===== src/rtl/core/ps2md_pkg.sv =====
package ps2md_pkg;

    // default accumulator width
    localparam int ACC_WIDTH_DEF = 16;

    // command queue depth and pointer width
    localparam int QUEUE_DEPTH = 4;
    localparam int QPTR_W      = $clog2(QUEUE_DEPTH);

    // beats in one event record
    localparam int          EVENT_BEATS = 5;
    localparam int          BEAT_W      = $clog2(EVENT_BEATS);
    localparam logic [BEAT_W-1:0] BEAT_HEADER = BEAT_W'(0);
    localparam logic [BEAT_W-1:0] BEAT_DX     = BEAT_W'(1);
    localparam logic [BEAT_W-1:0] BEAT_DY     = BEAT_W'(2);
    localparam logic [BEAT_W-1:0] BEAT_LAST   = BEAT_W'(EVENT_BEATS - 1);

    // input operation codes
    localparam logic OP_BYTE = 1'b0;
    localparam logic OP_READ = 1'b1;

    // result kinds
    localparam logic KIND_EVENT  = 1'b0;
    localparam logic KIND_REPORT = 1'b1;

    // packet parser phase
    typedef enum logic [1:0] {
        PH_HEADER = 2'd0,
        PH_DX     = 2'd1,
        PH_DY     = 2'd2
    } phase_t;

    // byte constants of the mouse protocol
    localparam logic [7:0] HDR_SYNC_MASK = 8'hc0;
    localparam logic [7:0] DELTA_MIN     = 8'h80;
    localparam logic [7:0] DELTA_CLAMP   = 8'h81;
    localparam logic [7:0] EVT_MARK      = 8'h80;
    localparam logic [7:0] MOTION_POS    = 8'h7f;
    localparam logic [7:0] MOTION_NEG    = 8'h81;

    // one queued command: event record fields or a finished report
    //   event:  byte_a = record byte 0, byte_b = dx, byte_c = dy
    //   report: byte_a = status, byte_b = x motion, byte_c = y motion
    typedef struct packed {
        logic       kind;
        logic [7:0] byte_a;
        logic [7:0] byte_b;
        logic [7:0] byte_c;
    } cmd_t;

    // a -128 delta is taken as -127
    function automatic logic [7:0] delta_of(input logic [7:0] b);
        delta_of = (b == DELTA_MIN) ? DELTA_CLAMP : b;
    endfunction

endpackage


===== src/rtl/core/ps2md_front.sv =====
module ps2md_front #(
    parameter int ACC_WIDTH = ps2md_pkg::ACC_WIDTH_DEF
) (
    input  logic              aclk,
    input  logic              aresetn,
    input  logic              cfg_wr_en,
    input  logic              cfg_wr_data,
    input  logic              s_valid,
    output logic              s_ready,
    input  logic              s_operation,
    input  logic [7:0]        s_data_byte,
    input  logic              q_full,
    output logic              q_wr_en,
    output ps2md_pkg::cmd_t   q_wr_data
);

    localparam logic signed [ACC_WIDTH-1:0] POS_LIMIT = ACC_WIDTH'(127);
    localparam logic signed [ACC_WIDTH-1:0] NEG_LIMIT = -ACC_WIDTH'(127);
    localparam logic signed [ACC_WIDTH-1:0] ACC_MAX =
        {1'b0, {(ACC_WIDTH-1){1'b1}}};
    localparam logic signed [ACC_WIDTH-1:0] ACC_MIN =
        {1'b1, {(ACC_WIDTH-1){1'b0}}};

    logic                        port_open_reg;
    ps2md_pkg::phase_t           phase_reg, phase_next;
    logic [7:0]                  header_reg, header_next;
    logic [7:0]                  held_dx_reg, held_dx_next;
    logic [5:0]                  btn_status_reg, btn_status_next;
    logic signed [ACC_WIDTH-1:0] x_accum_reg, x_accum_next;
    logic signed [ACC_WIDTH-1:0] y_accum_reg, y_accum_next;

    logic                        accept;
    logic [7:0]                  dy;
    logic [2:0]                  btn;
    logic [2:0]                  chg;
    logic                        has_event;
    logic signed [ACC_WIDTH:0]   x_sum, y_sum;
    logic signed [ACC_WIDTH-1:0] x_sat, y_sat;
    logic [7:0]                  x_clamp, y_clamp;
    logic [6:0]                  report_status;

    // one command slot must be free before any beat is taken
    assign s_ready = !q_full;
    assign accept  = s_valid && s_ready;

    // packet decode
    assign dy        = ps2md_pkg::delta_of(s_data_byte);
    assign btn       = {header_reg[0], header_reg[2:1]};
    assign chg       = btn ^ btn_status_reg[2:0];
    assign has_event = (held_dx_reg != 8'd0) || (dy != 8'd0) || (chg != 3'd0);

    // saturating accumulate, overflow seen in the two top sum bits
    assign x_sum = {x_accum_reg[ACC_WIDTH-1], x_accum_reg}
                 + {{(ACC_WIDTH-7){held_dx_reg[7]}}, held_dx_reg};
    assign y_sum = {y_accum_reg[ACC_WIDTH-1], y_accum_reg}
                 + {{(ACC_WIDTH-7){dy[7]}}, dy};

    always_comb begin
        if (x_sum[ACC_WIDTH] != x_sum[ACC_WIDTH-1]) begin
            x_sat = x_sum[ACC_WIDTH] ? ACC_MIN : ACC_MAX;
        end else begin
            x_sat = x_sum[ACC_WIDTH-1:0];
        end
        if (y_sum[ACC_WIDTH] != y_sum[ACC_WIDTH-1]) begin
            y_sat = y_sum[ACC_WIDTH] ? ACC_MIN : ACC_MAX;
        end else begin
            y_sat = y_sum[ACC_WIDTH-1:0];
        end
    end

    // report motion clamped to +-127
    always_comb begin
        if (x_accum_reg > POS_LIMIT) begin
            x_clamp = ps2md_pkg::MOTION_POS;
        end else if (x_accum_reg < NEG_LIMIT) begin
            x_clamp = ps2md_pkg::MOTION_NEG;
        end else begin
            x_clamp = x_accum_reg[7:0];
        end
        if (y_accum_reg > POS_LIMIT) begin
            y_clamp = ps2md_pkg::MOTION_POS;
        end else if (y_accum_reg < NEG_LIMIT) begin
            y_clamp = ps2md_pkg::MOTION_NEG;
        end else begin
            y_clamp = y_accum_reg[7:0];
        end
    end

    assign report_status = {(x_accum_reg != '0) || (y_accum_reg != '0), btn_status_reg};

    // state update and command generation
    always_comb begin
        phase_next      = phase_reg;
        header_next     = header_reg;
        held_dx_next    = held_dx_reg;
        btn_status_next = btn_status_reg;
        x_accum_next    = x_accum_reg;
        y_accum_next    = y_accum_reg;
        q_wr_en         = 1'b0;
        q_wr_data       = '{kind:   ps2md_pkg::KIND_EVENT,
                            byte_a: ps2md_pkg::EVT_MARK | {5'd0, ~btn},
                            byte_b: held_dx_reg,
                            byte_c: dy};
        if (accept) begin
            if (s_operation == ps2md_pkg::OP_READ) begin
                q_wr_en         = 1'b1;
                q_wr_data       = '{kind:   ps2md_pkg::KIND_REPORT,
                                    byte_a: {1'b0, report_status},
                                    byte_b: x_clamp,
                                    byte_c: y_clamp};
                x_accum_next    = '0;
                y_accum_next    = '0;
                btn_status_next = {3'd0, btn_status_reg[2:0]};
            end else if (port_open_reg) begin
                case (phase_reg)
                    ps2md_pkg::PH_DX: begin
                        held_dx_next = ps2md_pkg::delta_of(s_data_byte);
                        phase_next   = ps2md_pkg::PH_DY;
                    end
                    ps2md_pkg::PH_DY: begin
                        phase_next      = ps2md_pkg::PH_HEADER;
                        btn_status_next = {btn_status_reg[5:3] | chg, btn};
                        if (has_event) begin
                            q_wr_en      = 1'b1;
                            x_accum_next = x_sat;
                            y_accum_next = y_sat;
                        end
                    end
                    default: begin
                        header_next = s_data_byte;
                        phase_next  = ((s_data_byte & ps2md_pkg::HDR_SYNC_MASK) == 8'd0)
                                    ? ps2md_pkg::PH_DX : ps2md_pkg::PH_HEADER;
                    end
                endcase
            end
        end
    end

    // control state
    always_ff @(posedge aclk) begin
        if (!aresetn) begin
            port_open_reg  <= 1'b0;
            phase_reg      <= ps2md_pkg::PH_HEADER;
            btn_status_reg <= '0;
            x_accum_reg    <= '0;
            y_accum_reg    <= '0;
        end else begin
            if (cfg_wr_en) begin
                port_open_reg <= cfg_wr_data;
            end
            phase_reg      <= phase_next;
            btn_status_reg <= btn_status_next;
            x_accum_reg    <= x_accum_next;
            y_accum_reg    <= y_accum_next;
        end
    end

    // packet bytes, read only after being written
    always_ff @(posedge aclk) begin
        header_reg  <= header_next;
        held_dx_reg <= held_dx_next;
    end

endmodule


===== src/rtl/core/ps2md_queue.sv =====
module ps2md_queue (
    input  logic              aclk,
    input  logic              aresetn,
    input  logic              wr_en,
    input  ps2md_pkg::cmd_t   wr_data,
    output logic              full,
    input  logic              rd_en,
    output ps2md_pkg::cmd_t   rd_data,
    output logic              empty
);

    ps2md_pkg::cmd_t                 slot_reg [ps2md_pkg::QUEUE_DEPTH];
    logic [ps2md_pkg::QPTR_W:0]      wr_ptr_reg, wr_ptr_next;
    logic [ps2md_pkg::QPTR_W:0]      rd_ptr_reg, rd_ptr_next;

    // pointers carry one wrap bit
    assign empty = (wr_ptr_reg == rd_ptr_reg);
    assign full  = (wr_ptr_reg[ps2md_pkg::QPTR_W] != rd_ptr_reg[ps2md_pkg::QPTR_W])
                && (wr_ptr_reg[ps2md_pkg::QPTR_W-1:0] == rd_ptr_reg[ps2md_pkg::QPTR_W-1:0]);
    assign rd_data = slot_reg[rd_ptr_reg[ps2md_pkg::QPTR_W-1:0]];

    assign wr_ptr_next = wr_ptr_reg + (ps2md_pkg::QPTR_W+1)'(wr_en && !full);
    assign rd_ptr_next = rd_ptr_reg + (ps2md_pkg::QPTR_W+1)'(rd_en && !empty);

    // pointer registers
    always_ff @(posedge aclk) begin
        if (!aresetn) begin
            wr_ptr_reg <= '0;
            rd_ptr_reg <= '0;
        end else begin
            wr_ptr_reg <= wr_ptr_next;
            rd_ptr_reg <= rd_ptr_next;
        end
    end

    // slot storage
    always_ff @(posedge aclk) begin
        if (wr_en && !full) begin
            slot_reg[wr_ptr_reg[ps2md_pkg::QPTR_W-1:0]] <= wr_data;
        end
    end

endmodule


===== src/rtl/core/ps2md_back.sv =====
module ps2md_back (
    input  logic                    aclk,
    input  logic                    aresetn,
    input  logic                    q_empty,
    input  ps2md_pkg::cmd_t         q_rd_data,
    output logic                    q_rd_en,
    output logic                    m_valid,
    input  logic                    m_ready,
    output logic                    m_kind,
    output logic [7:0]              m_event_byte,
    output logic                    m_last,
    output logic [6:0]              m_status,
    output logic signed [7:0]       m_x_motion,
    output logic signed [7:0]       m_y_motion
);

    logic                             valid_reg, valid_next;
    ps2md_pkg::cmd_t                  cmd_reg, cmd_next;
    logic [ps2md_pkg::BEAT_W-1:0]     beat_reg, beat_next;
    logic                             is_report;
    logic                             done;

    assign is_report = (cmd_reg.kind == ps2md_pkg::KIND_REPORT);
    assign m_last    = is_report || (beat_reg == ps2md_pkg::BEAT_LAST);
    assign done      = !valid_reg || (m_ready && m_last);
    assign q_rd_en   = done && !q_empty;

    // beat sequencing: next command loads as the last beat leaves
    always_comb begin
        valid_next = valid_reg;
        cmd_next   = cmd_reg;
        beat_next  = beat_reg;
        if (done) begin
            valid_next = !q_empty;
            cmd_next   = q_rd_data;
            beat_next  = ps2md_pkg::BEAT_HEADER;
        end else if (m_ready) begin
            beat_next = beat_reg + ps2md_pkg::BEAT_W'(1);
        end
    end

    always_ff @(posedge aclk) begin
        if (!aresetn) begin
            valid_reg <= 1'b0;
            beat_reg  <= ps2md_pkg::BEAT_HEADER;
        end else begin
            valid_reg <= valid_next;
            beat_reg  <= beat_next;
        end
    end

    always_ff @(posedge aclk) begin
        cmd_reg <= cmd_next;
    end

    // output fields of the current beat
    always_comb begin
        m_event_byte = 8'd0;
        if (!is_report) begin
            case (beat_reg)
                ps2md_pkg::BEAT_HEADER: m_event_byte = cmd_reg.byte_a;
                ps2md_pkg::BEAT_DX:     m_event_byte = cmd_reg.byte_b;
                ps2md_pkg::BEAT_DY:     m_event_byte = cmd_reg.byte_c;
                default:                m_event_byte = 8'd0;
            endcase
        end
    end

    assign m_valid    = valid_reg;
    assign m_kind     = cmd_reg.kind;
    assign m_status   = is_report ? cmd_reg.byte_a[6:0] : 7'd0;
    assign m_x_motion = is_report ? cmd_reg.byte_b : 8'sd0;
    assign m_y_motion = is_report ? cmd_reg.byte_c : 8'sd0;

endmodule


===== src/rtl/core/ps2_mouse_packet_decoder.sv =====
// PS/2 mouse packet decoder. Mouse bytes (s_operation 0) are parsed into
// 3-byte packets while port_open, written through cfg_wr_en / cfg_wr_data,
// is set; otherwise they are dropped. A header is taken only when bits 7:6
// are zero. A completed packet with motion or a button change updates the
// saturating ACC_WIDTH-bit x/y accumulators and yields a 5-beat event
// record (m_kind 0, m_last on the fifth beat). A read (s_operation 1) is
// served whether or not the port is open and yields one report beat with
// status and motion clamped to +-127, then clears the accumulators and the
// change flags. An input beat is taken every cycle while the 4-entry command
// queue between parser and output sequencer has room; the output sequencer
// sends one beat per cycle while m_ready is high, so an event record gives 5
// output beats and every other item 1 or none.
module ps2_mouse_packet_decoder #(
    parameter int ACC_WIDTH = ps2md_pkg::ACC_WIDTH_DEF
) (
    input  logic              aclk,
    input  logic              aresetn,
    input  logic              cfg_wr_en,
    input  logic              cfg_wr_data,
    input  logic              s_valid,
    output logic              s_ready,
    input  logic              s_operation,
    input  logic [7:0]        s_data_byte,
    output logic              m_valid,
    input  logic              m_ready,
    output logic              m_kind,
    output logic [7:0]        m_event_byte,
    output logic              m_last,
    output logic [6:0]        m_status,
    output logic signed [7:0] m_x_motion,
    output logic signed [7:0] m_y_motion
);

    logic            q_wr_en;
    ps2md_pkg::cmd_t q_wr_data;
    logic            q_full;
    logic            q_rd_en;
    ps2md_pkg::cmd_t q_rd_data;
    logic            q_empty;

    // parser and accumulators
    ps2md_front #(
        .ACC_WIDTH (ACC_WIDTH)
    ) u_front (
        .aclk        (aclk),
        .aresetn     (aresetn),
        .cfg_wr_en   (cfg_wr_en),
        .cfg_wr_data (cfg_wr_data),
        .s_valid     (s_valid),
        .s_ready     (s_ready),
        .s_operation (s_operation),
        .s_data_byte (s_data_byte),
        .q_full      (q_full),
        .q_wr_en     (q_wr_en),
        .q_wr_data   (q_wr_data)
    );

    // command queue
    ps2md_queue u_queue (
        .aclk    (aclk),
        .aresetn (aresetn),
        .wr_en   (q_wr_en),
        .wr_data (q_wr_data),
        .full    (q_full),
        .rd_en   (q_rd_en),
        .rd_data (q_rd_data),
        .empty   (q_empty)
    );

    // output beat sequencer
    ps2md_back u_back (
        .aclk         (aclk),
        .aresetn      (aresetn),
        .q_empty      (q_empty),
        .q_rd_data    (q_rd_data),
        .q_rd_en      (q_rd_en),
        .m_valid      (m_valid),
        .m_ready      (m_ready),
        .m_kind       (m_kind),
        .m_event_byte (m_event_byte),
        .m_last       (m_last),
        .m_status     (m_status),
        .m_x_motion   (m_x_motion),
        .m_y_motion   (m_y_motion)
    );

endmodule


===== config.mk =====
export PLATFORM = sky130hd
export DESIGN_NAME = ps2_mouse_packet_decoder
export DESIGN_NICKNAME = d
export VERILOG_FILES = /design/src/rtl/core/ps2md_pkg.sv /design/src/rtl/core/ps2md_front.sv /design/src/rtl/core/ps2md_queue.sv /design/src/rtl/core/ps2md_back.sv /design/src/rtl/core/ps2_mouse_packet_decoder.sv
export SDC_FILE = /design/constraint.sdc
export NUM_CORES = 1
export LEC_CHECK = 0
export ABC_AREA = 1
export BUFFER_PORTS_ARGS = -buffer_cell sky130_fd_sc_hd__buf_2
export CELL_PAD_IN_SITES_DETAIL_PLACEMENT = 1
export CELL_PAD_IN_SITES_GLOBAL_PLACEMENT = 1
export CORE_MARGIN = 2
export CORE_UTILIZATION = 28
export DETAILED_ROUTE_END_ITERATION = 6
export PLACE_DENSITY = 0.61
export SYNTH_ARGS = -nofsm -noshare
export SYNTH_HDL_FRONTEND = slang
export SYNTH_SLANG_ARGS = --single-unit

===== constraint.sdc =====
create_clock -name aclk -period 10.7 [get_ports aclk]
set_input_delay 0 -clock aclk [delete_from_list [all_inputs] [get_ports aclk]]
set_output_delay 0 -clock aclk [all_outputs]
set_load 0.01 [all_outputs]

# After elaboration in Yosys (flattened, before gate mapping)
# Memories as Yosys holds them, arrays and structs flattened. A register that Yosys moved wholly into a read port is not among the register bits.
# Index checks and enable logic that the tools add are counted.
totals:
  out_inout_bits: 35
  word_cells: 107
  ram_bits: 100
  in_bits: 15
  mem_count: 1
  register_bits: 62
mem_list:
  columns: ["memory", "words", "word_bits", "read_ports", "rd_clocked_by_memory_dff", "wr", "line", "source"]
  rows:
  - ["u_queue.slot_reg", 4, 25, 1, 1, 1, "ps2md_queue.sv:12", "ps2md_pkg::cmd_t slot_reg [ps2md_pkg::QUEUE_DEPTH];"]
classes:
  bitwise_logic: 6
  order_cmp: 4
  mux: 36
  n_addsub: 5
  n_eq_ne: 11
  n_reduce_logical: 32
ops:
  columns: ["operator", "count"]
  rows:
  - ["2-to-1 mux 16 bit", 12]
  - ["2-to-1 mux 8 bit", 8]
  - ["2-to-1 mux 25 bit", 2]
  - ["adder 16 x 8 -> 17 bit", 2]
  - ["> comparator 16 x 8 -> 1 bit, second input constant", 2]
  - ["< comparator 16 x 8 -> 1 bit, second input constant", 2]
  - ["nonzero test 16 bit", 2]
  - ["case mux 8 bit (3 select lines)", 1]
  - ["2-to-1 mux 6 bit", 3]
  - ["AND reduction 4 bit", 4]
  - ["nonzero test 8 bit", 2]
  - ["== test 8 bit, second input constant", 1]
  - ["zero test 8 bit", 1]
  - ["2-to-1 mux 1 bit", 8]
  - ["2-to-1 mux 7 bit", 1]
  - ["adder 3 x 1 -> 3 bit", 2]
  - ["logical AND 1 bit", 6]
  - ["AND reduction 3 bit", 2]
  - ["nonzero test 2 bit", 3]
  - ["logical OR 1 bit", 5]
  - ["case mux 2 bit (2 select lines)", 1]
  - ["OR reduction 2 bit", 2]
  - ["adder 3 x 1 -> 3 bit, second input constant", 1]
  - ["== test 3 x 1 -> 1 bit, second input constant", 1]
  - ["other kinds (14)", 20]

# Depth between registers and ports, before layout
# Gate-level depths: netlist (run 1).
depth:
  ltp_word: 13
  mapped_depth: 20
  mapped_depth_nobuf: 19

# Cells and area by module
# A second synthesis (run 1) with hierarchy kept.
unflattened:
  hier_cells: 1182
  hier_area_um2: 10187.3
by_module_without_submodules:
  columns: ["module", "n_inst", "area_each_um2", "cells_per_inst", "seq_area_each_um2"]
  rows:
  - ["ps2md_front", 1, 4669.5, 728, 1151.1]
  - ["ps2md_queue", 1, 4033.9, 295, 3123.0]
  - ["ps2md_back", 1, 1483.9, 159, 830.8]

# Worst setup path before layout (run 1)
# No wires, ideal clock.
synth_timing:
  kind: "register -> register"
  from: "reg u_queue.rd_ptr_reg[0] (netlist name)"
  to: "mem u_queue.slot_reg[2][0] (netlist name) (enable)"
  t_required_ns: 10.262
  n_path_buf: 2
  path_stages_with_launch: 12
  path_slack_ns: 7.146
  arrival_ns: 3.116
  period_less_slack_ns: 3.554
  setup_ns: 0.438
  path_cell_list: "dfxtp_1 buf_4 xnor2_1 and2_4 nand2_4 nand2_4 nor2_1 nand2_1 nand2_2 o21ai_4 buf_6 nor3_1"
synth_via:
  elab_chain_len: 8
synth_lines:
  columns: ["element", "line", "source"]
  rows:
  - ["start, declared", "ps2md_queue.sv:14", "logic [ps2md_pkg::QPTR_W:0] rd_ptr_reg, rd_ptr_next;"]
  - ["start signal, assigned", "ps2md_queue.sv:32", "rd_ptr_reg <= rd_ptr_next;"]
  - ["== test 2 bit *", "ps2md_queue.sv:19", "&& (wr_ptr_reg[ps2md_pkg::QPTR_W-1:0] == rd_ptr_reg[ps2md_pkg::QPTR_W-1:0]);"]
  - ["logical AND 1 bit *", "ps2md_queue.sv:19", null]
  - ["zero test 1 bit *", "ps2md_front.sv:43", "assign s_ready = !q_full;"]
  - ["via s_ready", "ps2_mouse_packet_decoder.sv:21", "output logic s_ready,"]
  - ["logical AND 1 bit", "ps2md_front.sv:44", "assign accept = s_valid && s_ready;"]
  - ["2-to-1 mux 1 bit", "ps2md_front.sv:104", "if (accept) begin"]
  - ["logical AND 1 bit *", "ps2md_queue.sv:38", "if (wr_en && !full) begin"]
  - ["2-to-1 mux 1 bit *", "ps2md_queue.sv:38", null]
  - ["2-to-1 mux 1 bit (not written as such) *", "ps2md_queue.sv:39", "slot_reg[wr_ptr_reg[ps2md_pkg::QPTR_W-1:0]] <= wr_data;"]
  - ["end, declared", "ps2md_queue.sv:12", null]
# The timed path passes the listed nets; every way through them passes the cells marked *.

# Final worst setup path (run 1)
layout_timing:
  from: "in s_data_byte[1]"
  to: "reg u_front.y_accum_reg[0]"
layout_via:
  elab_chain_len: 9
  word_cells_on_any_way: 15
  cone_classes: "add/sub (1); eq/ne (2); mux (7); reduce/logical (5)"
layout_lines:
  columns: ["element", "line", "source"]
  rows:
  - ["start, declared", "ps2_mouse_packet_decoder.sv:23", "input logic [7:0] s_data_byte,"]
  - ["== test 8 bit *", "ps2md_pkg.sv:53", "delta_of = (b == DELTA_MIN) ? DELTA_CLAMP : b;"]
  - ["2-to-1 mux 8 bit *", null, null]
  - ["via u_front.dy[0]", "ps2md_front.sv:33", "logic [7:0] dy;"]
  - ["adder 16 x 8 -> 17 bit", "ps2md_front.sv:56", "+ {{(ACC_WIDTH-7){dy[7]}}, dy};"]
  - ["2-to-1 mux 16 bit / != test 1 bit (equally long branches)", "ps2md_front.sv:65, ps2md_front.sv:64", null]
  - ["2-to-1 mux 16 bit", "ps2md_front.sv:64", "if (y_sum[ACC_WIDTH] != y_sum[ACC_WIDTH-1]) begin"]
  - ["2-to-1 mux 16 bit", "ps2md_front.sv:123", "if (has_event) begin"]
  - ["2-to-1 mux 16 bit", "ps2md_front.sv:115", "case (phase_reg)"]
  - ["2-to-1 mux 16 bit", "ps2md_front.sv:114", "end else if (port_open_reg) begin"]
  - ["2-to-1 mux 16 bit", "ps2md_front.sv:105", "if (s_operation == ps2md_pkg::OP_READ) begin"]
  - ["end signal, assigned", "ps2md_front.sv:154", "y_accum_reg <= y_accum_next;"]
  - ["end, declared", "ps2md_front.sv:30", "logic signed [ACC_WIDTH-1:0] y_accum_reg, y_accum_next;"]
# The timed path passes the listed nets; every way through them passes the cells marked *. The select of a mux whose other input is x is not followed.
# A chain may end at the register's enable or synchronous reset.

==> impl_metrics.json, run 1 <==
{
  "first_pass_grt_wire_length_mm": 43.3,
  "cp_slowest_stage_delay_ps": 520,
  "power.switching_fraction_pct": 32.4,
  "holdCritPathClass": "input port to flip-flop",
  "final_antenna_net_count": 0,
  "synth_edf_count": 136,
  "drive_gt1_share_pct": 11.4,
  "drc": 0,
  "core.rowCount": 69,
  "pin_count": 50,
  "post-route-worst-setup-slack_ps": 7760,
  "synthArstFlopShare_pct": 0,
  "yosysWarnings": 0,
  "buffer_ports.inserted": 49,
  "chipWidth_um": 193,
  "worstPathRequired_ps": 11050,
  "total_leakage_power_nw": 4.86,
  "worstPathCellList": "dlygate4sd3_1 > buf_2 > inv_1 > nand4_1 > nor2_1 > nor2_1 > inv_1 > ha_1 > fa_1 > nand2_1 > nand2_1 > nand3_1 > nand2_2 > nand2_2 > nand2_1 > nand2_1 > nand2_4 > a21oi_4 > nand2_1 > a21oi_1",
  "most_frequent_standard_cell_in_the_layout_excluding_fill_and_tap_cells": "nand2_1",
  "cts_clk_pin_slew_worst_paths_ps": 70,
  "synth_area_leader_cell": "edfxtp_1",
  "maxCapViolations": 0,
  "clockBufferDepth": 2,
  "final-max-slew-violation-count": 0,
  "min_period_ps": 2940,
  "finish_stage_setup_viols": 0,
  "yosys.area_share.simple_pct": 23.6,
  "gp_routability_congestion": 0.792,
  "outcome": "finished clean",
  "root_buffer": "clkbuf_16",
  "nets": 1263,
  "total_power_mw": 2.00,
  "critical_path.startpoint_type": "input port",
  "post_layout_cell_count": 1677,
  "layout.cells.most_common_list": "295 x nand2_1, 136 x edfxtp_1, 133 x inv_1",
  "worst_clock_skew_ps": 11.0,
  "insertion_delay_ps": 430,
  "cp.buffers_inverters": 4,
  "cts_num_sinks": 187,
  "post-route-period-util_pct": 27.5,
  "tritoncts.num_buffers": 17,
  "synthAdderAreaFrac_pct": 5.77,
  "total_congestion_overflow_after_global_routing": 0,
  "combinational_family_with_the_most_area_after_synthesis": "simple AND/OR/NAND/NOR gates",
  "cts_setup_buffers": 0,
  "synthesis.instances": 1157,
  "synth-xor-area-share_pct": 2.27,
  "antenna_violations_before_repair": 0,
  "critPathCaptureType": "flip-flop",
  "gr-usage-all-layers_pct": 15.0,
  "dp_slack_ps": 7780,
  "yosys-mux-area-fraction_pct": 0,
  "netlist_area_um2": 10000,
  "rsz0062_at_grt": "false",
  "cts_tree": "built",
  "power_report.internal_total_mw": 1.35,
  "ys_dominant_reg_cell": "edfxtp_1",
  "crit_arrival_ps": 3290,
  "floorplan.initialDensity_pct": 28.3,
  "fillCellCount": 4198,
  "flow.area_growth_from_synthesis_pct": 13.9,
  "compound_gate_portion_of_the_synthesized_area_pct": 10.0,
  "wirelength_mm": 26.9,
  "power.share.sequential_pct": 46.2,
  "transition_time_of_the_tightest_slew_check_pin_ps": 1110,
  "synthDominantCellAreaShare_pct": 40.8,
  "die-area_um2": 37300,
  "postSynthNetCount": 1217,
  "first_global_vias": 8008,
  "avgViaCountPerCell": 4.64,
  "clkPwrFrac_pct": 32.1,
  "ir_drop_mv": 0.108,
  "yosys_register_bits": 187,
  "p_per_area_nw_per_um2": 175,
  "path_class": "input port to flip-flop",
  "dp_hpwl_mm": 19.4,
  "htree_levels": 4,
  "tns_ps": 0,
  "ys_types": 41,
  "dp_cells": 1634,
  "detail_route.wl_per_cell_um": 16.1,
  "drt-initial-drc-count": 387,
  "hold_viol_final": 0,
  "ys_seq_area_share_pct": 50.9,
  "n_antenna_cell": 0,
  "critical-path-top-delay-family": "simple AND/OR/NAND/NOR gates",
  "detail_route.first_pass.iterations": 4,
  "syn_avg_cell_area_um2": 8.66,
  "share_comb_of_total_power_pct": 21.7,
  "via_count": 7786,
  "p_sw_uw": 647,
  "worst_path_max_delay_cell": "dlygate4sd3_1",
  "max_reg_flops": 100,
  "slew_headroom_pct": 25.4,
  "floorplan.die.height_um": 193,
  "critPathMaxFanout": 15,
  "grt_start_max_net_pins": 53,
  "max_freq_mhz": 340,
  "core_area_um2": 35400,
  "synth.area.top_cells": "edfxtp_1 41%, nand2_1 11%, dfxtp_1 10%, ha_1 5.4%, inv_1 5.0%",
  "cpMostUsedCell": "nand2_1"
}
## metrics by stage
| step | instance area, um2 | hold slack (ps) | utilization (%) |
|---|---|---|---|
| floorplan | 10000 | 98.9 | - |
| CTS | 11400 | 20.4 | 32.2 |
| detailed placement | 10700 | 242 | 30.2 |
| finish | 11400 | 15.4 | 32.2 |
| global route | 11400 | 5.71 | 32.2 |
| global placement | 10700 | 240 | 30.2 |
## worst paths after layout
kind,startpoint,end,slack (ps),cells after the start
min reg2reg,u_front.btn_status_reg[5]$_SDFFE_PN0P_,u_front.btn_status_reg[5]$_SDFFE_PN0P_,470,2
max,s_data_byte[1],u_front.y_accum_reg[0]$_SDFFE_PN0P_,7760,20
max reg2reg,u_front.held_dx_reg[7]$_DFFE_PP_,u_queue.wr_ptr_reg[2]$_SDFF_PN0_,7870,10
min,s_data_byte[7],u_front.held_dx_reg[7]$_DFFE_PP_,20,1
## logic make-up (layout without fill, tap and decap cells)
family | Yosys count | in the layout
AO/OA/AOI/OAI | 174 | 174
XOR/XNOR | 26 | 26
adder cells (fa/ha/maj) | 45 | 45
buffers and inverters | 180 | 239
flip-flops | 187 | 187
AND/OR/NAND/NOR | 545 | 545
## layer usage
layer / vias up / global-route usage [%] / wire (um)
met2: 105 / 26.2 / 13000
met4: 0 / 3.26 / 317
li1: 3921 / - / -
met3: 24 / 2.26 / 870
met1: 3736 / 19.7 / 12800
met5: - / 0 / 0
## power by group through the flow
stage / combinational [mW] / sequential, mW / clock (mW)
6_report: 0.433 / 0.924 / 0.641
5_1_grt: 0.501 / 0.932 / 0.682
4_1_cts: 0.443 / 0.925 / 0.654
3_5_place_dp: 0.439 / 0.942 / 0
3_3_place_gp: 0.430 / 0.941 / 0
2_1_floorplan: 0.287 / 0.909 / 0
## cell usage after synthesis (4+ instances only)
master	number
a21oi_1	60
a21oi_2	5
a22oi_1	12
and2_1	4
buf_2	5
buf_6	6
clkbuf_1	26
dfxtp_1	51
edfxtp_1	136
ha_1	43
inv_1	133
inv_2	4
nand2_1	295
nand2_2	23
nand2_4	5
nand3_1	64
nand3b_1	8
nand4_1	11
nor2_1	112
nor3_1	12
o21ai_0	60
o21bai_1	4
o22ai_1	25
xnor2_1	21
xor2_1	5
## cell type report
class / instances / area (um2) / share of cell area (%)
clock buffers: 17 / 425 / 3.73
clock inverters: 15 / 174 / 1.52
inverters: 139 / 522 / 4.57
multi-input cells: 790 / 4190 / 36.7
flip-flops and latches: 187 / 5100 / 44.7
well taps: 461 / 577 / 5.05
repair buffers: 68 / 415 / 3.64
## timing repair
action	in CTS	in global routing
hold buffers	11	0
resized for setup	0	0
hold endpoints to repair	25	0
No activity file was read; power rests on OpenSTA's default activity.
==> run 2: changes to the inputs <==
--- a/config.mk
+++ b/config.mk
@@ -5,14 +5,14 @@
 export SDC_FILE = /design/constraint.sdc
 export NUM_CORES = 1
 export LEC_CHECK = 0
-export ABC_AREA = 1
+export ABC_AREA = 0
 export BUFFER_PORTS_ARGS = -buffer_cell sky130_fd_sc_hd__buf_2
 export CELL_PAD_IN_SITES_DETAIL_PLACEMENT = 1
 export CELL_PAD_IN_SITES_GLOBAL_PLACEMENT = 1
 export CORE_MARGIN = 2
 export CORE_UTILIZATION = 28
 export DETAILED_ROUTE_END_ITERATION = 6
-export PLACE_DENSITY = 0.61
+export PLACE_DENSITY = 0.6
 export SYNTH_ARGS = -nofsm -noshare
 export SYNTH_HDL_FRONTEND = slang
 export SYNTH_SLANG_ARGS = --single-unit
==> constraint.sdc (replaced) <==
create_clock -name aclk -period 2.4 [get_ports aclk]
set_input_delay 0 -clock aclk [delete_from_list [all_inputs] [get_ports aclk]]
set_output_delay 0 -clock aclk [all_outputs]
set_load 0.01 [all_outputs]
==> impl_metrics.json, run 2 <==
{
  "buffer_ports.inserted": 49,
  "gp_routability_congestion": 0.817,
  "via_count": 6733,
  "floorplan.die.height_um": 186,
  "synth_top_cells_by_count": "136 x edfxtp_1, 63 x nor2_1, 60 x nand2_1",
  "yosys.area_share.simple_pct": 12.1,
  "fillCellCount": 3536,
  "hold_viol_final": 0,
  "crit_arrival_ps": 3030,
  "holdCritPathClass": "input port to flip-flop",
  "launching_point_of_the_worst_reg2reg_path": "u_front.held_dx_reg[0]$_DFFE_PP_",
  "power.switching_fraction_pct": 28.9,
  "flow.area_growth_from_synthesis_pct": 34.3,
  "syn_avg_cell_area_um2": 12.5,
  "yosys-mux-area-fraction_pct": 6.58,
  "synth.most_common_cell": "edfxtp_1",
  "ys_types": 74,
  "post-route-period-util_pct": 112,
  "share_comb_of_total_power_pct": 20.0,
  "synthesis.instances": 744,
  "max_reg_flops": 100,
  "tritoncts.num_buffers": 17,
  "synth_edf_count": 136,
  "worst-r2r-cell-count": 12,
  "avgViaCountPerCell": 4.75,
  "clockBufferDepth": 2,
  "detail_route.wl_per_cell_um": 17.5,
  "dp_cells": 1359,
  "synth-xor-area-share_pct": 3.54,
  "dp_hpwl_mm": 18.4,
  "power_report.internal_total_mw": 6.04,
  "first_global_vias": 7233,
  "maxCapViolations": 0,
  "antenna_violations_before_repair": 0,
  "htree_levels": 4,
  "p_per_area_nw_per_um2": 679,
  "detail_route.first_pass.iterations": 6,
  "die-area_um2": 34800,
  "netlist_area_um2": 9320,
  "yosys_register_bits": 187,
  "critPathMaxFanout": 6,
  "failing_checks": "setup timing",
  "nets": 1023,
  "synthDominantCellAreaShare_pct": 43.8,
  "min_period_ps": 2680,
  "wirelength_mm": 24.9,
  "drt-initial-drc-count": 307,
  "cts_num_sinks": 187,
  "path_class": "flip-flop to flip-flop",
  "final-max-slew-violation-count": 0,
  "transition_time_of_the_tightest_slew_check_pin_ps": 857,
  "pin_count": 50,
  "insertion_delay_ps": 440,
  "total_power_mw": 8.50,
  "compound_gate_portion_of_the_synthesized_area_pct": 13.7,
  "drive_gt1_share_pct": 37.7,
  "grt_start_max_net_pins": 27,
  "final_antenna_net_count": 0,
  "worst_clock_skew_ps": 11.7,
  "power.share.sequential_pct": 47.3,
  "cts_clk_pin_slew_worst_paths_ps": 70,
  "drc": 0,
  "core_area_um2": 32600,
  "first_pass_grt_wire_length_mm": 39.6,
  "outcome": "complete, but fails checks",
  "destination_of_the_worst_register_to_register_timing_path": "u_front.x_accum_reg[11]$_SDFFE_PN0P_",
  "critPathCaptureType": "flip-flop",
  "yosysWarnings": 0,
  "total_congestion_overflow_after_global_routing": 0,
  "critical_path.startpoint_type": "flip-flop",
  "endpoint": "u_front.x_accum_reg[11]$_SDFFE_PN0P_",
  "ys_seq_area_share_pct": 54.8,
  "synth_area_leader_cell": "edfxtp_1",
  "finish_stage_setup_viols": 63,
  "synthAdderAreaFrac_pct": 6.20,
  "ir_drop_mv": 0.408,
  "slew_headroom_pct": 42.3,
  "most_frequent_standard_cell_in_the_layout_excluding_fill_and_tap_cells": "buf_4",
  "worstPathRequired_ps": 2750,
  "gr-usage-all-layers_pct": 14.5,
  "n_antenna_cell": 0,
  "synth.area.top_cells": "edfxtp_1 44%, dfxtp_1 11%, mux4_2 6.0%, ha_1 5.8%, a21oi_1 2.7%",
  "max_freq_mhz": 373,
  "post_layout_cell_count": 1418,
  "post-route-worst-setup-slack_ps": -282,
  "clkPwrFrac_pct": 32.7,
  "chipWidth_um": 186,
  "core.rowCount": 66,
  "total_leakage_power_nw": 4.83,
  "placement.cell_area_um2": 11300,
  "synthArstFlopShare_pct": 0,
  "floorplan.initialDensity_pct": 28.6,
  "root_buffer": "clkbuf_16",
  "rsz0062_at_grt": "true",
  "cts_tree": "built",
  "rrSetupSlack_ps": -280,
  "p_sw_mw": 2.46,
  "layout.cell_area.non_filler_um2": 12500,
  "layout.cells.most_common_list": "148 x buf_4, 136 x edfxtp_1, 62 x nor2_1",
  "crit_start": "u_front.held_dx_reg[0]$_DFFE_PP_",
  "postSynthNetCount": 804,
  "ys_dominant_reg_cell": "edfxtp_1",
  "combinational_family_with_the_most_area_after_synthesis": "compound AO/OA/AOI/OAI gates"
}
run 2: how the worst min path moves through the flow:
stage	cells after the start	endpoint	slack, ps	start
finish	4	u_front.btn_status_reg[4]$_SDFFE_PN0P_	40	s_valid
global route	3	u_front.held_dx_reg[0]$_DFFE_PP_	40	s_data_byte[0]
CTS	4	u_front.btn_status_reg[5]$_SDFFE_PN0P_	20	s_valid
detailed placement	3	u_front.port_open_reg$_SDFFE_PN0P_	270	cfg_wr_data
global placement	3	u_front.port_open_reg$_SDFFE_PN0P_	260	cfg_wr_data
floorplan	0	u_front.header_reg[0]$_DFFE_PP_	100	s_data_byte[0]
run 2: critical path, cell delays in order, from the launching register on:
cell,delay (ps)
edfxtp_1,390
ha_2,210
inv_2,40
fa_2,350
nand2b_4,150
a21o_1,220
a31oi_4,200
a311oi_4,140
o21a_1,230
mux2i_4,180
buf_6,170
nand2_1,60
a311oi_1,250
run 2: layout make-up:
class | count | area (um2) | area share (%)
tap | 442 | 553 | 4.42
inverter | 22 | 82.6 | 0.660
sequential | 187 | 5110 | 40.8
timing repair buffer | 234 | 1840 | 14.7
clock buffer | 17 | 425 | 3.40
clock inverter | 15 | 169 | 1.35
multi-input combinational | 501 | 4350 | 34.7
run 2: kinds of logic (layout without fill, tap and decap cells):
group	Yosys count	after routing
multiplexers	30	30
AND/OR/NAND/NOR	223	224
AO/OA/AOI/OAI	166	166
XOR/XNOR	36	36
adder cells (fa/ha/maj)	45	45
flip-flops	187	187
buffers and inverters	57	288
run 2: power by group through the flow:
stage | registers [mW] | clock network (mW) | logic, mW
5_1_grt | 4.05 | 2.95 | 1.87
6_report | 4.02 | 2.78 | 1.70
3_3_place_gp | 4.09 | 0 | 1.68
4_1_cts | 4.03 | 2.84 | 1.73
2_1_floorplan | 4.01 | 0 | 1.06
3_5_place_dp | 4.11 | 0 | 1.69
run 2: repair_timing:
item	in CTS	in global routing
setup endpoints to repair	61	167
gates cloned	2	1
hold buffers	12	0
setup buffers	9	4
endpoints found under the hold margin	22	0
resized for setup	53	40
pin swaps	20	23
run 2: routing by layer:
metal	up-vias	GRT usage [%]	share of wire (%)
met1	3351	18.1	45
met5	-	0	0
met4	0	4.28	1.5
met2	83	25.8	51
met3	25	2.24	2.3
li1	3274	-	-
run 2: through the flow:
stage	setup slack, ps	TNS [ps]	util (%)	hold WS [ps]
4_1_cts	-331	-14810	37.7	21.4
5_1_grt	-393	-15020	38.4	41.7
3_3_place_gp	-397	-9300	34.5	261
6_report	-282	-3780	38.4	38.6
3_5_place_dp	-458	-12450	34.5	269
2_1_floorplan	-264	-3060	-	98.9
